File: config.mk
export PLATFORM = sky130hd
export DESIGN_NAME = r2fft_bfly
export DESIGN_NICKNAME = d
export VERILOG_FILES = /design/src/sv/radix2_complex_fft_unit_macros.svh /design/src/sv/r2fft_pkg.sv /design/src/sv/r2fft_bfly.sv
export SDC_FILE = /design/constraint.sdc
export NUM_CORES = 2
export LEC_CHECK = 0
export ABC_CLOCK_PERIOD_IN_PS = 17400
export BUFFER_PORTS_ARGS = -buffer_cell sky130_fd_sc_hd__buf_2
export CAP_MARGIN = 10
export CORE_UTILIZATION = 40
export DETAILED_ROUTE_END_ITERATION = 8
export HOLD_SLACK_MARGIN = 0.15
export PLACE_DENSITY = 0.61
export SYNTH_ARGS = -nofsm -noshare
export SYNTH_HDL_FRONTEND = slang
export SYNTH_SLANG_ARGS = --single-unit
File: constraint.sdc
create_clock -name clk -period 17.4 [get_ports clk]
set_input_delay 3.48 -clock clk [delete_from_list [all_inputs] [get_ports clk]]
set_output_delay 3.48 -clock clk [all_outputs]
set_load 0.02 [all_outputs]
File: src/sv/radix2_complex_fft_unit_macros.svh
// ---------------------------------------------------------------------------
// radix2_complex_fft_unit assertion macros
// Short forms for the concurrent checks of the FFT unit.
// ---------------------------------------------------------------------------
`ifndef RADIX2_COMPLEX_FFT_UNIT_MACROS_SVH
`define RADIX2_COMPLEX_FFT_UNIT_MACROS_SVH

// same-cycle implication, disabled in reset
`define R2F_ASSERT_NOW(lbl, clk, rst, ante, cons) \
  lbl: assert property (@(posedge clk) disable iff (rst) (ante) |-> (cons)) \
    else $error("r2fft same-cycle check failed");

// next-cycle implication, disabled in reset
`define R2F_ASSERT_NEXT(lbl, clk, rst, ante, cons) \
  lbl: assert property (@(posedge clk) disable iff (rst) (ante) |=> (cons)) \
    else $error("r2fft next-cycle check failed");

`endif

File: src/sv/r2fft_pkg.sv
// ---------------------------------------------------------------------------
// r2fft_pkg
// Shared constants, register indexes and the twiddle sine table.
// ---------------------------------------------------------------------------
`default_nettype none

package r2fft_pkg;

  localparam int DEF_POINTS     = 64;
  localparam int DEF_WORK_WIDTH = 24;
  localparam int IN_W           = 16;
  localparam int OUT_W          = 24;
  localparam int TW_W           = 16;
  localparam int CFG_W          = 3;
  localparam int IDX_W          = 1;

  localparam logic [IDX_W-1:0] REG_SIZE_LOG2 = 1'b0;
  localparam logic [IDX_W-1:0] REG_INVERSE   = 1'b1;

  // quarter-wave table, Q1.15, +1.0 clipped to 32767
  function automatic logic signed [TW_W-1:0] quarter_sine(input logic [4:0] i);
    logic signed [TW_W-1:0] v;
    case (i)
      5'd0:    v = 16'sd0;
      5'd1:    v = 16'sd3212;
      5'd2:    v = 16'sd6393;
      5'd3:    v = 16'sd9512;
      5'd4:    v = 16'sd12540;
      5'd5:    v = 16'sd15447;
      5'd6:    v = 16'sd18205;
      5'd7:    v = 16'sd20788;
      5'd8:    v = 16'sd23170;
      5'd9:    v = 16'sd25330;
      5'd10:   v = 16'sd27246;
      5'd11:   v = 16'sd28899;
      5'd12:   v = 16'sd30274;
      5'd13:   v = 16'sd31357;
      5'd14:   v = 16'sd32138;
      5'd15:   v = 16'sd32610;
      default: v = 16'sd32767;
    endcase
    return v;
  endfunction

  function automatic logic signed [TW_W-1:0] rom_sine(input logic [5:0] m);
    logic signed [TW_W-1:0] v;
    if (m <= 6'd16)      v = quarter_sine(5'(m));
    else if (m <= 6'd32) v = quarter_sine(5'(6'd32 - m));
    else if (m <= 6'd48) v = -quarter_sine(5'(m - 6'd32));
    else                 v = -quarter_sine(5'(7'd64 - {1'b0, m}));
    return v;
  endfunction

endpackage

`default_nettype wire

File: src/sv/r2fft_bfly.sv
// ---------------------------------------------------------------------------
// r2fft_bfly
// Two-stage butterfly: twiddle products, then rounding, sum/diff, saturation.
// ---------------------------------------------------------------------------
`default_nettype none

module r2fft_bfly #(
  parameter int WW = 24
) (
  input  wire logic                                clk,
  input  wire logic signed [WW-1:0]                a_re,
  input  wire logic signed [WW-1:0]                a_im,
  input  wire logic signed [WW-1:0]                b_re,
  input  wire logic signed [WW-1:0]                b_im,
  input  wire logic signed [r2fft_pkg::TW_W-1:0]   w_re,
  input  wire logic signed [r2fft_pkg::TW_W-1:0]   w_im,
  output logic      signed [WW-1:0]                sum_re,
  output logic      signed [WW-1:0]                sum_im,
  output logic      signed [WW-1:0]                dif_re,
  output logic      signed [WW-1:0]                dif_im
);
  import r2fft_pkg::*;

  localparam int PW = WW + TW_W;
  localparam int SW = PW + 2;
  localparam int TW = SW - 15;
  localparam int RW = TW + 1;
  localparam logic signed [RW-1:0] SMAX = RW'({(WW-1){1'b1}});
  localparam logic signed [RW-1:0] SMIN = ~SMAX;

  logic signed [PW-1:0] p_rr, p_ii, p_ri, p_ir;
  logic signed [WW-1:0] ah_re, ah_im;
  logic signed [SW-1:0] acc_re, acc_im;
  logic signed [TW-1:0] t_re, t_im;
  logic signed [RW-1:0] s_re, s_im, d_re, d_im;

  function automatic logic signed [WW-1:0] sat_w(input logic signed [RW-1:0] v);
    if (v > SMAX) return WW'(SMAX);
    if (v < SMIN) return WW'(SMIN);
    return WW'(v);
  endfunction

  always_ff @(posedge clk) begin
    p_rr  <= PW'(b_re) * PW'(w_re);
    p_ii  <= PW'(b_im) * PW'(w_im);
    p_ri  <= PW'(b_im) * PW'(w_re);
    p_ir  <= PW'(b_re) * PW'(w_im);
    ah_re <= a_re;
    ah_im <= a_im;
  end

  // round half up then floor shift by 15
  assign acc_re = SW'(p_rr) - SW'(p_ii) + SW'(1 <<< 14);
  assign acc_im = SW'(p_ri) + SW'(p_ir) + SW'(1 <<< 14);
  assign t_re   = TW'(acc_re >>> 15);
  assign t_im   = TW'(acc_im >>> 15);
  assign s_re   = RW'(ah_re) + RW'(t_re);
  assign s_im   = RW'(ah_im) + RW'(t_im);
  assign d_re   = RW'(ah_re) - RW'(t_re);
  assign d_im   = RW'(ah_im) - RW'(t_im);

  always_ff @(posedge clk) begin
    sum_re <= sat_w(s_re);
    sum_im <= sat_w(s_im);
    dif_re <= sat_w(d_re);
    dif_im <= sat_w(d_im);
  end

endmodule

`default_nettype wire

Word level (Yosys, flattened, before mapping)
Index checks and enable logic that the tools add are counted.
{"block": "word_totals", "word_cells": 58, "regBits": 304}
{"block": "op_classes", "n_addsub": 8, "n_mul": 4, "magnitude_cmp": 8, "muxes": 28}
{"op": "24-bit 2-to-1 mux", "n": 16}
{"op": "24-bit by 16-bit multiplier with 40-bit output", "n": 4}
{"op": "28-bit by 24-bit > comparator with 1-bit output (second input constant)", "n": 4}
{"op": "28-bit by 24-bit less-than comparator with 1-bit output (second input constant)", "n": 4}
{"op": "41-bit by 16-bit adder with 42-bit output (second input constant)", "n": 2}
{"op": "24-bit by 27-bit adder with 28-bit output", "n": 2}
{"op": "24-bit by 27-bit subtractor with 28-bit output", "n": 2}
{"op": "40-bit by 40-bit adder with 41-bit output", "n": 1}
{"op": "40-bit by 40-bit subtractor with 41-bit output", "n": 1}
{"op": "1-bit 2-to-1 mux", "n": 12}

Longest topological paths before layout
{"block": "depth", "word_depth": 8, "mapped_depth": 29, "ltp_nobuf": 27}

Worst setup path after synthesis
No wires, ideal clock.
{"block": "synth_path", "kind": "input to register", "start": "input port w_im[1] in the netlist's numbering", "end": "register p_ii[38]", "arrival_time_ns": 9.646, "path_slack_ns": 7.630, "t_required_ns": 17.277, "path_stages": 26, "cell_sequence": "clkbuf_1 > clkbuf_1 > nand2_1 > fa_1 > inv_1 > fa_1 > inv_1 > fa_1 > inv_1 > fa_1 > fa_1 > inv_1 > fa_1 > inv_1 > ha_1 > a21o_1 > a21o_1 > a221o_1 > or2_2 > a21oi_1 > o41ai_1 > a21o_1 > a21o_1 > a221oi_1 > a21oi_1 > xor2_1"}
{"block": "synth_via", "elab_chain_len": 1}
{"item": "start, declared", "line_no": "r2fft_bfly.sv:16", "rtl": "input wire logic signed [r2fft_pkg::TW_W-1:0] w_im,"}
{"item": "24-bit by 16-bit multiplier with 40-bit output", "line_no": "r2fft_bfly.sv:45", "rtl": "p_ii <= PW'(b_im) * PW'(w_im);"}
{"item": "end signal, assigned", "line_no": "r2fft_bfly.sv:45"}
{"item": "end, declared", "line_no": "r2fft_bfly.sv:31", "rtl": "logic signed [PW-1:0] p_rr, p_ii, p_ri, p_ir;"}
Every way passes these cells.

Worst setup path after layout
{"block": "layout_path", "start": "input port w_re[5] in the netlist's numbering", "end": "register p_rr[24]"}
{"block": "layout_via", "elab_chain_len": 1}
{"item": "start, declared", "line_no": "r2fft_bfly.sv:15", "rtl": "input wire logic signed [r2fft_pkg::TW_W-1:0] w_re,"}
{"item": "24-bit by 16-bit multiplier with 40-bit output", "line_no": "r2fft_bfly.sv:44", "rtl": "p_rr <= PW'(b_re) * PW'(w_re);"}
{"item": "end signal, assigned", "line_no": "r2fft_bfly.sv:44"}
{"item": "end, declared", "line_no": "r2fft_bfly.sv:31"}
Every way passes these cells.

==> impl_results.md <==
- Nets: roughly 10000
- RSZ-0062 raised after global routing: false
- GPL Wtd Cong: approximately 0.9
- Largest net degree at the start of global routing: just under 50
- PostCTS Resize Cnt: 0
- Inserted Clock Buffers: 37
- DR iter-0 viols: approximately 3200
- Residual DRC count: 0
- DIE AREA: roughly 0.18 sq mm
- Area leader, netlist: fa_1
- Post-Synthesis Cell Area: a little over 0.07 sq mm
- Final Cell Area: around 0.075 sq mm
- Commonest non-fill, non-tap cell in the layout: inv_1
- Critical Path RT: approximately 18000 ps
- Clock skew: 32.6 ps
- Async S/R FF share, synth: 0%
- CP max stage cell: o31ai_1
- Syn. warnings: 0
- Syn_area_per_cell: ~8.9 sq um
- Slowest Stage Delay on Critical Path: 970 ps
- First-pass GRT wire length: around 310000 um
- Final setup TNS: 0 ps
- ANT nets after route: 0
- # IOs: ~230
- Final Cycle Share: between 50% and 60%
- Max-cap viol count: 0
- Worst Path Max Fanout: 48
- Final Hold Fails: 0
- Hpwl dp: 148000 um
- Min-Delay Path Class: reg -> reg
- Vias: approximately 52000
- CTS Root Cell: clkbuf_16
- Area of placed instances: 0.0740 sq mm
- Synthesized instance count: 7941
- Core Rows: between 150 and 200
- Post-synthesis sequential area ratio: approximately 8.6%
- CP Launch Type: primary input
- Post-CTS Hold Buffers: 0
- Number of synthesized flops with an enable pin: 0
- TritonCTS clock tree: done
- Primary FF master, synth: dfxtp_1
- Post-route minimum period: 10390 ps
- Max-slew headroom: between 15 and 20%
- Number of global-route vias before repair: about 57000
- Synthesis-to-finish area growth: 6.12%
- H-tree depth: 2
- Net Count, Synth: approximately 10000
- Max Buffers Root-to-Sink: 3
- Netlist cell types: 86
- Synth area leaders: fa_1 (42%), ha_1 (12%), inv_1 (9.9%), dfxtp_1 (8.6%), nand2_1 (5.5%)
- Seq cells post-synth: about 300
- Final setup viols: 0
- DR vias/cell: 5.09
- Clock Latency Late Sink: between 600 and 700 ps
- DRT Pass-1 Iters: 5
- Crit. End Element: flip-flop
- Final wirelength: between 150000 and 200000 um
- Post-CTS Repair Setup Buffers: 0
- Initial Utilization: 40.2%
- Top-area cell type share of the netlist area: between 40 and 50%
- I/O Buffers: ~220
- Most used cell, CP: fa_1
- Antenna violations before repair: 21
- Clk slew on worst S/H paths: around 60 ps
- Hold WS: 651 ps
- DIE HEIGHT: about 420 um
- Slew @ Worst Pin: approximately 1200 ps
- Sink Count: roughly 300
- Worst path cell trace: buf_2 -> nand2_1 -> fa_1 -> inv_1 -> fa_1 -> inv_1 -> fa_1 -> fa_1 -> fa_1 -> fa_1 -> inv_1 -> ha_1 -> o211ai_1 -> o31ai_1 -> o21a_1 -> or2_2 -> a21oi_1 -> o21ai_0 -> nand2_1 -> nand2b_1 -> a21oi_1 -> xnor2_1
- Total Routing Usage GR: 21.9%
- Max frequency: a little under 100 MHz
- Routed len/inst: around 19 um
- Commonest cells after routing, fill and taps aside: inv_1 (1874), fa_1 (1500), nand2_1 (1045), ha_1 (664), and2_1 (494)
- Crit Path Class: in -> reg
- Status: completed
- Core area: approximately 0.18 sq mm
- Layout cells sized above 1: 5.15%
- Max-slew violation count: 0
- Die width: 423 um
- Grt total ovfl: 0
- CP arrival: approximately 11000 ps
layer usage:
layer	vias up	wire, um	GRT usage (%)
met3	360	10200	2.23
li1	23600	-	-
met4	6	7040	7.42
met2	1522	95100	38.5
met1	26800	78600	28.1
met5	-	34	0
cell usage after synthesis (39+ instances only):
cell and instances:
inv_1 1874, o21a_1 44, o21ai_0 135, nand2_1 1045, nand2b_1 65, nor3_1 51, a21oi_1 243, fa_1 1500
xor2_1 81, nor2b_1 39, and2_1 494, o21ai_1 45, nor2_1 257, ha_1 664, a21o_1 123, xnor2_1 233
dfxtp_1 304, clkbuf_1 327
cell families (layout without fill, tap and decap cells):
| family | Yosys count | in the layout | share of synthesized area [%] |
|---|---|---|---|
| buf+inv | 2235 | 2229 | 11.9 |
| compound gates | 838 | 838 | 7.76 |
| other cells | 0 | 7 | 0 |
| fa+ha+maj | 2164 | 2164 | 54.1 |
| xor+xnor | 314 | 314 | 3.88 |
| flops | 304 | 304 | 8.59 |
| simple gates | 2082 | 2082 | 13.7 |
| mux | 4 | 4 | 0.0583 |
final timing paths:
path	end	slack [ps]	startpoint	depth (start not counted)
worst min register to register	dif_im[0]	650	ah_im[0]	3
worst max register to register	sum_re[4]	9940	p_ii[6]	25
worst min-delay path	dif_im[0]	650	ah_im[0]	3
worst max-delay path	p_rr[24]	7010	w_re[5]	22
critical path, delay by kind of cell:
family / cells / cell delay, ps
AND/OR/NAND/NOR: 4 / 600
AO/OA/AOI/OAI: 6 / 1910
buffers and inverters: 4 / 1010
adder cells (fa/ha/maj): 7 / 3350
XOR/XNOR: 1 / 420
stage by stage:
step / util (%) / setup WS (ps) / std cells
CTS: 42.7 / 7130 / 10300
global placement: 42.0 / 6600 / 10200
global route: 42.7 / 6620 / 10300
finish: 42.7 / 7010 / 10300
detailed placement: 42.0 / 6530 / 10200
floorplan: - / 7630 / 7941
area by class of cell:
type	count	area, sq um
Tap cell	2340	2930
Antenna cell	7	17.5
Fill cell	17500	101000
Timing Repair Buffer	287	1590
Multi-Input combinational cell	5402	56300
Clock buffer	46	1000
Clock inverter	19	211
Inverter	1877	7050
Sequential cell	304	6090
registers in the layout, indices dropped and copies added (netlist names):
signal  flops
p_ii       40
sum_re     24
p_ir       40
dif_im     24
sum_im     24
ah_re      24
p_ri       40
dif_re     24
ah_im      24
p_rr       40
Power is left out: the tool's default activity adds up to more than one toggle a clock period on the data nets, which glitch-free logic cannot reach.
